$ cat src/rtl/mcct_pkg.sv
package mcct_pkg;

    localparam int PULSES_PER_BEAT_DEF = 24;

    localparam logic [7:0] STATUS_START = 8'hFA;
    localparam logic [7:0] STATUS_STOP  = 8'hFC;
    localparam logic [7:0] STATUS_CLOCK = 8'hF8;

    // 60e9 ns per minute times 256 for the Q8 tempo
    localparam logic [63:0] NUM_SCALE = 64'd15360000000000;
    localparam logic [23:0] TEMPO_MAX = 24'hFFFFFF;
    localparam int          TEMPO_W   = 24;
    localparam int          LARGE_BIT = 56;

    typedef struct packed {
        logic [7:0]  status_byte;
        logic [62:0] time_ns;
    } item_t;

    typedef struct packed {
        logic        accepted;
        logic        playing;
        logic        tempo_known;
        logic [23:0] tempo_q8;
        logic [4:0]  tick_position;
        logic [16:0] beat_distance_q16;
    } result_t;

    typedef struct packed {
        logic        done;
        logic        update;
        logic [23:0] tempo;
    } mcct_tempo_t;

endpackage

$ cat src/rtl/mcct_ram.sv
module mcct_ram #(
    parameter int WIDTH = 64,
    parameter int DEPTH = 24
) (
    input  logic                     clk,
    input  logic                     we,
    input  logic [$clog2(DEPTH)-1:0] waddr,
    input  logic [WIDTH-1:0]         wdata,
    input  logic [$clog2(DEPTH)-1:0] raddr,
    output logic [WIDTH-1:0]         rdata
);

    logic [WIDTH-1:0] mem [DEPTH];

    always_ff @(posedge clk)
    begin
        if (we)
        begin
            mem[waddr] <= wdata;
        end
        rdata <= mem[raddr];
    end

endmodule

$ cat src/rtl/mcct_tempo_unit.sv
module mcct_tempo_unit #(
    parameter int PULSES_PER_BEAT = mcct_pkg::PULSES_PER_BEAT_DEF
) (
    input  logic                               clk,
    input  logic                               rst_n,
    input  logic                               start,
    input  logic [63:0]                        rd_data,
    input  logic                               rd_valid,
    output logic [$clog2(PULSES_PER_BEAT)-1:0] rd_addr,
    output mcct_pkg::mcct_tempo_t              status
);

    import mcct_pkg::*;

    localparam int AW    = $clog2(PULSES_PER_BEAT);
    localparam int CW    = $clog2(PULSES_PER_BEAT + 1);
    localparam int SUM_W = 64 + $clog2(PULSES_PER_BEAT);
    localparam int NUM_W = $clog2(NUM_SCALE * PULSES_PER_BEAT + 1);
    localparam int DEN_W = LARGE_BIT + CW;
    localparam int SW    = $clog2(TEMPO_W);

    typedef enum logic [5:0] {
        U_IDLE  = 6'b000001,
        U_SUM   = 6'b000010,
        U_CHECK = 6'b000100,
        U_MULT  = 6'b001000,
        U_PRE   = 6'b010000,
        U_DIV   = 6'b100000
    } ustate_t;

    ustate_t             state_reg;
    logic [CW-1:0]       cnt_reg;
    logic [CW-1:0]       count_reg;
    logic [SUM_W-1:0]    sum_reg;
    logic [NUM_W-1:0]    num_reg;
    logic [DEN_W-1:0]    den_reg;
    logic [DEN_W-1:0]    rem_reg;
    logic [TEMPO_W-1:0]  quo_reg;
    logic [SW-1:0]       step_reg;
    mcct_tempo_t         status_reg;
    mcct_tempo_t         status_next;

    logic [63:0]         entry;
    logic [DEN_W:0]      shifted;
    logic [SUM_W-1:0]    alu_a;
    logic [SUM_W-1:0]    alu_b;
    logic                alu_sub;
    logic [SUM_W-1:0]    alu_res;
    logic                alu_ge;
    logic                sum_neg;
    logic                sum_zero;
    logic                sum_large;

    assign entry   = rd_valid ? rd_data : 64'd0;
    assign shifted = {rem_reg, quo_reg[TEMPO_W-1]};
    assign rd_addr = (cnt_reg < CW'(PULSES_PER_BEAT)) ? cnt_reg[AW-1:0] : '0;
    assign status  = status_reg;

    // shared adder: running sum during the sweep, trial subtract during division
    always_comb
    begin
        alu_a   = '0;
        alu_b   = '0;
        alu_sub = 1'b0;
        unique case (state_reg)
            U_SUM:
            begin
                alu_a = sum_reg;
                alu_b = {{(SUM_W-64){entry[63]}}, entry};
            end
            U_PRE:
            begin
                alu_a   = SUM_W'(num_reg[NUM_W-1:TEMPO_W]);
                alu_b   = SUM_W'(den_reg);
                alu_sub = 1'b1;
            end
            U_DIV:
            begin
                alu_a   = SUM_W'(shifted);
                alu_b   = SUM_W'(den_reg);
                alu_sub = 1'b1;
            end
            default:
            begin
                alu_sub = 1'b0;
            end
        endcase
    end

    assign alu_res   = alu_a + (alu_sub ? ~alu_b : alu_b) + SUM_W'(alu_sub);
    assign alu_ge    = ~alu_res[SUM_W-1];
    assign sum_neg   = sum_reg[SUM_W-1];
    assign sum_zero  = (sum_reg == '0);
    assign sum_large = (sum_reg[SUM_W-2:LARGE_BIT] != '0);

    always_comb
    begin
        status_next        = status_reg;
        status_next.done   = 1'b0;
        status_next.update = 1'b0;
        unique case (state_reg)
            U_CHECK:
            begin
                if (count_reg == '0 || sum_neg || sum_zero)
                begin
                    status_next.done = 1'b1;
                end
                else if (sum_large)
                begin
                    status_next.done   = 1'b1;
                    status_next.update = 1'b1;
                    status_next.tempo  = '0;
                end
            end
            U_PRE:
            begin
                if (alu_ge)
                begin
                    status_next.done   = 1'b1;
                    status_next.update = 1'b1;
                    status_next.tempo  = TEMPO_MAX;
                end
            end
            U_DIV:
            begin
                if (step_reg == SW'(TEMPO_W - 1))
                begin
                    status_next.done   = 1'b1;
                    status_next.update = 1'b1;
                    status_next.tempo  = {quo_reg[TEMPO_W-2:0], alu_ge};
                end
            end
            default:
            begin
                status_next.done = 1'b0;
            end
        endcase
    end

    always_ff @(posedge clk or negedge rst_n)
    begin
        if (!rst_n)
        begin
            state_reg  <= U_IDLE;
            cnt_reg    <= '0;
            count_reg  <= '0;
            step_reg   <= '0;
            status_reg <= '0;
        end
        else
        begin
            status_reg <= status_next;
            unique case (state_reg)
                U_IDLE:
                begin
                    if (start)
                    begin
                        cnt_reg   <= '0;
                        count_reg <= '0;
                        state_reg <= U_SUM;
                    end
                end
                U_SUM:
                begin
                    if (cnt_reg != '0 && entry != 64'd0)
                    begin
                        count_reg <= count_reg + CW'(1);
                    end
                    if (cnt_reg == CW'(PULSES_PER_BEAT))
                    begin
                        state_reg <= U_CHECK;
                    end
                    cnt_reg <= cnt_reg + CW'(1);
                end
                U_CHECK:
                begin
                    if (count_reg == '0 || sum_neg || sum_zero || sum_large)
                    begin
                        state_reg <= U_IDLE;
                    end
                    else
                    begin
                        state_reg <= U_MULT;
                    end
                end
                U_MULT:
                begin
                    state_reg <= U_PRE;
                end
                U_PRE:
                begin
                    if (alu_ge)
                    begin
                        state_reg <= U_IDLE;
                    end
                    else
                    begin
                        step_reg  <= '0;
                        state_reg <= U_DIV;
                    end
                end
                U_DIV:
                begin
                    step_reg <= step_reg + SW'(1);
                    if (step_reg == SW'(TEMPO_W - 1))
                    begin
                        state_reg <= U_IDLE;
                    end
                end
                default:
                begin
                    state_reg <= U_IDLE;
                end
            endcase
        end
    end

    // datapath, no reset
    always_ff @(posedge clk)
    begin
        unique case (state_reg)
            U_IDLE:
            begin
                sum_reg <= '0;
            end
            U_SUM:
            begin
                if (cnt_reg != '0)
                begin
                    sum_reg <= alu_res;
                end
            end
            U_MULT:
            begin
                num_reg <= NUM_W'(NUM_SCALE * 64'(count_reg));
                den_reg <= DEN_W'(PULSES_PER_BEAT) * DEN_W'(sum_reg[LARGE_BIT-1:0]);
            end
            U_PRE:
            begin
                rem_reg <= DEN_W'(num_reg[NUM_W-1:TEMPO_W]);
                quo_reg <= num_reg[TEMPO_W-1:0];
            end
            U_DIV:
            begin
                rem_reg <= alu_ge ? alu_res[DEN_W-1:0] : shifted[DEN_W-1:0];
                quo_reg <= {quo_reg[TEMPO_W-2:0], alu_ge};
            end
            default:
            begin
                sum_reg <= sum_reg;
            end
        endcase
    end

endmodule

$ cat src/rtl/midi_clock_tempo_tracker.sv
// MIDI beat clock tempo tracker.
// Input channel (item, item_valid, item_stall): one MIDI real-time status
// byte with its arrival time in ns. Start zeroes the tick index and sets
// playing, stop clears playing, timing clock logs the interval into a ring of
// PULSES_PER_BEAT entries and recomputes the average tempo.
// Output channel (result, result_valid, result_stall): exactly one result per
// transfer on the input, showing the state after that item.
// Items that do not touch the ring skip the sweep and the divider. A timing
// clock with both timestamps present sweeps the ring via the RAM read port,
// then the restoring divider on the shared adder yields a quotient bit per cycle.
// One item is in flight at a time; item_stall is high from the transfer until
// its result is loaded into the output register. A new item is taken while
// the previous result still waits in that register.
// If result_stall holds the output register full, the next result waits.
// Reset empties the ring (per-entry valid bits), clears the tick index, the
// playing flag and the tempo.
module midi_clock_tempo_tracker #(
    parameter int PULSES_PER_BEAT = mcct_pkg::PULSES_PER_BEAT_DEF
) (
    input  logic              clk,
    input  logic              rst_n,
    input  logic              item_valid,
    output logic              item_stall,
    input  mcct_pkg::item_t   item,
    output logic              result_valid,
    input  logic              result_stall,
    output mcct_pkg::result_t result
);

    import mcct_pkg::*;

    localparam int TW = $clog2(PULSES_PER_BEAT);

    typedef enum logic [2:0] {
        T_IDLE = 3'b001,
        T_CALC = 3'b010,
        T_EMIT = 3'b100
    } tstate_t;

    tstate_t                    state_reg;
    logic [PULSES_PER_BEAT-1:0] valid_reg;
    logic                       ent_valid_reg;
    logic [TW-1:0]              tick_reg;
    logic [62:0]                prev_reg;
    logic                       run_reg;
    logic [23:0]                tempo_reg;
    logic                       known_reg;
    logic                       acc_reg;
    logic                       result_valid_reg;
    result_t                    result_reg;

    logic [16:0]                dist_lut [PULSES_PER_BEAT];
    logic                       take;
    logic                       is_start;
    logic                       is_stop;
    logic                       is_clock;
    logic                       do_calc;
    logic [63:0]                interval;
    logic [TW-1:0]              rd_addr;
    logic [63:0]                rd_data;
    logic                       emit_ok;
    mcct_tempo_t                unit_status;

    for (genvar g = 0; g < PULSES_PER_BEAT; g++)
    begin : g_dist
        localparam logic [16:0] DIST =
            17'((65536 * (PULSES_PER_BEAT - g)) / PULSES_PER_BEAT);
        assign dist_lut[g] = DIST;
    end

    assign item_stall   = (state_reg != T_IDLE);
    assign take         = item_valid && !item_stall;
    assign is_start     = (item.status_byte == STATUS_START);
    assign is_stop      = (item.status_byte == STATUS_STOP);
    assign is_clock     = (item.status_byte == STATUS_CLOCK);
    assign do_calc      = take && is_clock && (prev_reg != '0) && (item.time_ns != '0);
    assign interval     = {1'b0, item.time_ns} - {1'b0, prev_reg};
    assign emit_ok      = !result_valid_reg || !result_stall;
    assign result_valid = result_valid_reg;
    assign result       = result_reg;

    mcct_ram #(
        .WIDTH (64),
        .DEPTH (PULSES_PER_BEAT)
    ) u_ring (
        .clk   (clk),
        .we    (do_calc),
        .waddr (tick_reg),
        .wdata (interval),
        .raddr (rd_addr),
        .rdata (rd_data)
    );

    mcct_tempo_unit #(
        .PULSES_PER_BEAT (PULSES_PER_BEAT)
    ) u_tempo (
        .clk      (clk),
        .rst_n    (rst_n),
        .start    (do_calc),
        .rd_data  (rd_data),
        .rd_valid (ent_valid_reg),
        .rd_addr  (rd_addr),
        .status   (unit_status)
    );

    always_ff @(posedge clk or negedge rst_n)
    begin
        if (!rst_n)
        begin
            state_reg        <= T_IDLE;
            valid_reg        <= '0;
            ent_valid_reg    <= 1'b0;
            tick_reg         <= '0;
            prev_reg         <= '0;
            run_reg          <= 1'b0;
            tempo_reg        <= '0;
            known_reg        <= 1'b0;
            acc_reg          <= 1'b0;
            result_valid_reg <= 1'b0;
        end
        else
        begin
            ent_valid_reg <= valid_reg[rd_addr];
            if (state_reg == T_EMIT && emit_ok)
            begin
                result_valid_reg <= 1'b1;
            end
            else if (result_valid_reg && !result_stall)
            begin
                result_valid_reg <= 1'b0;
            end
            unique case (state_reg)
                T_IDLE:
                begin
                    if (take)
                    begin
                        acc_reg   <= is_start || is_stop || is_clock;
                        state_reg <= do_calc ? T_CALC : T_EMIT;
                        if (is_start)
                        begin
                            tick_reg <= '0;
                            run_reg  <= 1'b1;
                        end
                        if (is_stop)
                        begin
                            run_reg <= 1'b0;
                        end
                        if (is_clock)
                        begin
                            tick_reg <= (tick_reg == TW'(PULSES_PER_BEAT - 1)) ?
                                        '0 : tick_reg + TW'(1);
                            prev_reg <= item.time_ns;
                        end
                        if (do_calc)
                        begin
                            valid_reg[tick_reg] <= 1'b1;
                        end
                    end
                end
                T_CALC:
                begin
                    if (unit_status.done)
                    begin
                        if (unit_status.update)
                        begin
                            tempo_reg <= unit_status.tempo;
                            known_reg <= 1'b1;
                        end
                        state_reg <= T_EMIT;
                    end
                end
                T_EMIT:
                begin
                    if (emit_ok)
                    begin
                        state_reg <= T_IDLE;
                    end
                end
                default:
                begin
                    state_reg <= T_IDLE;
                end
            endcase
        end
    end

    always_ff @(posedge clk)
    begin
        if (state_reg == T_EMIT && emit_ok)
        begin
            result_reg.accepted          <= acc_reg;
            result_reg.playing           <= run_reg;
            result_reg.tempo_known       <= known_reg;
            result_reg.tempo_q8          <= tempo_reg;
            result_reg.tick_position     <= 5'(tick_reg);
            result_reg.beat_distance_q16 <= dist_lut[tick_reg];
        end
    end

    a_done_in_calc: assert property (@(posedge clk) disable iff (!rst_n)
        unit_status.done |-> state_reg == T_CALC)
        else $error("tempo unit finished outside a calculation");

    a_tick_range: assert property (@(posedge clk) disable iff (!rst_n)
        {1'b0, tick_reg} < (TW+1)'(PULSES_PER_BEAT))
        else $error("tick index out of range");

    a_busy_after_take: assert property (@(posedge clk) disable iff (!rst_n)
        take |=> state_reg != T_IDLE)
        else $error("transfer did not start an item");

    a_known_sticks: assert property (@(posedge clk) disable iff (!rst_n)
        known_reg |=> known_reg)
        else $error("tempo_known dropped");

endmodule

$ cat config.mk
export PLATFORM = sky130hd
export DESIGN_NAME = midi_clock_tempo_tracker
export DESIGN_NICKNAME = d
export VERILOG_FILES = /design/src/rtl/mcct_pkg.sv /design/src/rtl/mcct_ram.sv /design/src/rtl/mcct_tempo_unit.sv /design/src/rtl/midi_clock_tempo_tracker.sv
export SDC_FILE = /design/constraint.sdc
export NUM_CORES = 2
export LEC_CHECK = 0
export ABC_AREA = 0
export BUFFER_PORTS_ARGS = -buffer_cell sky130_fd_sc_hd__buf_4
export CORE_UTILIZATION = 63
export DETAILED_ROUTE_END_ITERATION = 7
export PLACE_DENSITY = 0.8
export SLEW_MARGIN = 5
export SYNTH_ARGS = -nofsm -noshare
export SYNTH_HDL_FRONTEND = slang
export SYNTH_SLANG_ARGS = --single-unit
$ cat constraint.sdc
create_clock -name clk -period 11.8 [get_ports clk]
set_clock_uncertainty 0.2 [all_clocks]
set_input_delay 0 -clock clk [delete_from_list [all_inputs] [get_ports clk]]
set_output_delay 0 -clock clk [all_outputs]
set_load 0.05 [all_outputs]
==> results.md <==
- The run finished with clean final reports.
- Setup repair after global routing left no endpoint under its margin.
- The flop-to-flop setup slack is between 4 and 5 ns.
- After detailed routing, the total wire length is 274000 µm.
- The fraction of the cycle the final worst path needs is approximately 62%.
- The unique cell type count in the Yosys netlist is 105.
- Max-cap violations in this run came to 0.
- The starting density of the core is a little under two thirds.
- Summing every instance area after synthesis gives 93200 µm².
- The relative area change from synthesis to final layout is 13.1%.
- After layout, the minimum clock period comes to roughly 7.3 ns.
- Among all flip-flop cells after synthesis, the most frequent one is edfxtp_1.
- The initial antenna violation count is 6.
- Timing would allow up to 137 MHz.
- The first global-routing pass estimated slightly above 400000 µm of wire.
- The final design instance area without fill is 105000 µm².
- The pin count of the biggest net entering global routing is 146.
- The routed layout has 69346 vias.
- The H-tree level count is 4.
- The clock-pin slew on the worst setup and hold paths is 0.06 ns.
- The clock latency on the worst-skew pair is between 0.8 and 0.9 ns.
- Data on the critical path arrives at its endpoint at 7.74 ns.
- VDD sags by at most approximately 0.15 mV.
- In this run the static leakage power is slightly below 40 nW.
- The y dimension of the die is ~390 µm.
- The final layout contains between 8000 and 9000 nets.
- After detailed routing, the number of vias per cell comes to approximately 6.9.
- The synthesized instance count is roughly 7700.
- In this run the horizontal extent of the chip is 387 µm.
- Synthesis inferred between 2000 and 2500 register bits.
- The I/O pin count is about 130.
- The die covers roughly 150000 µm².
- After floorplanning, the core was divided into 140 placement rows.
- Summing all placed instances gives a cell area of 96100 µm².
- The number of setup buffers added after CTS is 0.
- Once the clock tree was built, the resizer swapped 0 gates to a different size.
- STA classifies the critical path endpoint as a flip-flop.
- Ranked by instance count, the synthesized netlist is headed by edfxtp_1, nand2_1, a21oi_1.
- Power spread over the standard cell area amounts to about 160 nW/µm².
- TritonCTS created 195 clock buffers.
- Summing the sequential cell areas from Yosys gives 64.5% of the chip area.
- A synthesized cell averages around 12 µm².
- Global routing consumed, on the met3 layer, between 6 and 7% of the routing resources.
- The path class of the tightest hold or removal check is input port to async pin.
- The detailed router's first-iteration violation count is roughly 10000.
- The met2 global-route usage is ~57%.
- The TritonCTS clock tree is done.
- The layer flagged by global routing as most heavily used is met2.
- The detailed-placement wirelength estimate is ~150000 µm.
- The quantity of I/O buffers inserted on ports is roughly 130.
- The largest total area in the synthesized netlist belongs to edfxtp_1.
- In the routed design, unresolved DRC markers number 0.
- The count of pins over their slew limit is 0.
- The worst pin sits at a relative slew slack of approximately an eighth.
- The detailed-routing iteration count for the pre-antenna-repair pass is 7.
- Ranked by total cell area, the synthesized netlist is headed by edfxtp_1, nand2_1, dfrtp_1.
- Clock tree synthesis found a total of approximately 2100 sinks.
- The setup TNS is 0 ns.
- Yosys mapped a number of flops with a built-in enable equal to 1816.
- Setup violations remaining at the end of the flow were counted as 0.
- The final RePlAce weighted congestion is around 0.95.
- No sink is reached through more buffers than the 3 on the longest clock path.
- Of all nets on the critical path, the largest fanout is between 50 and 60.
- STA puts the critical path data required time at 12.22 ns.
- The number of global-route vias before repair is between 60000 and 70000.
- The fraction of met1 tracks used by global routing is 48.3%.
- The critical path is of the flip-flop to flip-flop type.
- The flip-flop count of the largest register after layout is 1536.
- Of all flip-flops after synthesis, the portion carrying an async set or reset was 8.34%.
- The most numerous cell in the Yosys netlist is edfxtp_1.
- Across every metal layer, demand over resource in global routing totals roughly 36%.
- The area fraction of the dominant cell type after synthesis is 58.5%.
- The fraction of final layout cells with drive strength greater than 1 is 9.13%.
- The count of inserted antenna diode cells is 0.
- For this run, the number of Yosys warnings is 0.
- The number of nets produced by synthesis is 8068.
- The hold violation count in the final report is 0.
- After detailed routing, the average wire length per cell comes to 27.4 µm.
- The area of the core is 146000 µm².
- In this run the remaining antenna-violating nets after routing total 0.
- Global routing finished with a remaining overflow of 0.
- The worst-margin pin slew is 1.31 ns.
- In this run the clock root is driven by a clkbuf_16.
- STA classifies the critical path startpoint as a flip-flop.
[power by group]
group          internal, mW  total, mW  switching, mW
Combinational         0.635       2.04           1.40
Clock                  3.65       6.43           2.77
Sequential             8.24       8.41          0.172
[critical path: stages, from the launching register on]
cell      delay, ns
dfrtp_1        0.43
nor2b_1        0.60
nand2_4        0.53
nor2_4         0.70
buf_4          0.54
nand2_1        0.12
o21ai_0        0.10
ha_1           0.37
a21oi_1        0.27
o22ai_1        0.12
o41ai_1        0.36
nor3_1         0.13
a21oi_2        0.29
o31ai_1        0.18
a21oi_2        0.27
mux2i_4        0.71
buf_4          0.58
nor2_2         0.26
a211oi_1       0.26
[layout make-up]
| type | count | area [µm²] |
|---|---|---|
| clock buffer | 255 | 5390 |
| clock inverter | 109 | 1180 |
| fill | 9024 | 40900 |
| inverter | 236 | 887 |
| multi-input combinational | 4903 | 30600 |
| sequential | 2051 | 60100 |
| tap | 1917 | 2400 |
| timing repair buffer | 539 | 4810 |
[what timing repair did]
item,in CTS,in global routing
hold endpoints to repair,1633,0
hold buffers,261,0
setup endpoints to repair,0,0
[cells in the final DEF, fill, tap and decap left out, drive strengths merged, types with 44 or more instances in the layout]
master and instances:
ha 273, clkbuf 256, o221ai 391, nand4 73, nor2 244, a311oi 70
dfrtp 169, buf 278, edfxtp 1816, dfxtp 64, a21oi 522, a31oi 152
dlygate4sd3 260, inv 242, o21ai 366, nor4 85, xor2 62, clkinv 76
nand3 444, and2 57, nand2 1259, o21a 53, xnor2 128, a221o 44
a21o 123, nor3 73
[cells by family after synthesis]
kind of cell               share of synthesized area [%]
AOI/OAI and AO/OA                                   14.4
muxes                                              0.434
xor gates and xnor gates                            1.79
and+or+nand+nor                                     11.6
DFF                                                 64.5
buffers and inverters                               3.14
adders and majority gates                           4.14
[worst paths after layout]
check,from,endpoint,depth (start not counted)
worst max-delay path,u_tempo.state_reg[1]$_DFFE_PN0P_,u_tempo.rem_reg[41]$_SDFFCE_PP0P_,18
worst min-delay path,rst_n,prev_reg[58]$_DFFE_PN0P_,4
worst max register to register,u_tempo.state_reg[1]$_DFFE_PN0P_,u_tempo.rem_reg[41]$_SDFFCE_PP0P_,18
worst min register to register,tempo_reg[10]$_DFFE_PN0P_,result[32]$_DFFE_PP_,0
max in group asynchronous,rst_n,u_tempo.cnt_reg[0]$_DFFE_PN0P_,5
min in group clk,result_stall,result[48]$_DFFE_PP_,3
[metal layers]
| layer | wire length (µm) | vias up |
|---|---|---|
| li1 | - | 29585 |
| met1 | 98300 | 33440 |
| met2 | 128000 | 5314 |
| met3 | 33400 | 1001 |
| met4 | 15000 | 6 |
| met5 | 34 | - |
[per-stage QoR]
step	instances	total power [mW]	hold slack (ns)	utilization (%)	worst slack (ns)
global route	10010	17.3	0.132	72.0	3.95
floorplan	7698	9.68	-0.496	-	2.64
global placement	9385	10.4	-0.175	65.7	4.80
finish	10010	16.9	0.113	72.0	4.48
CTS	10010	16.8	0.0845	72.0	4.60
detailed placement	9385	10.5	-0.172	65.7	4.60
Power figures use the tool's default switching activity.
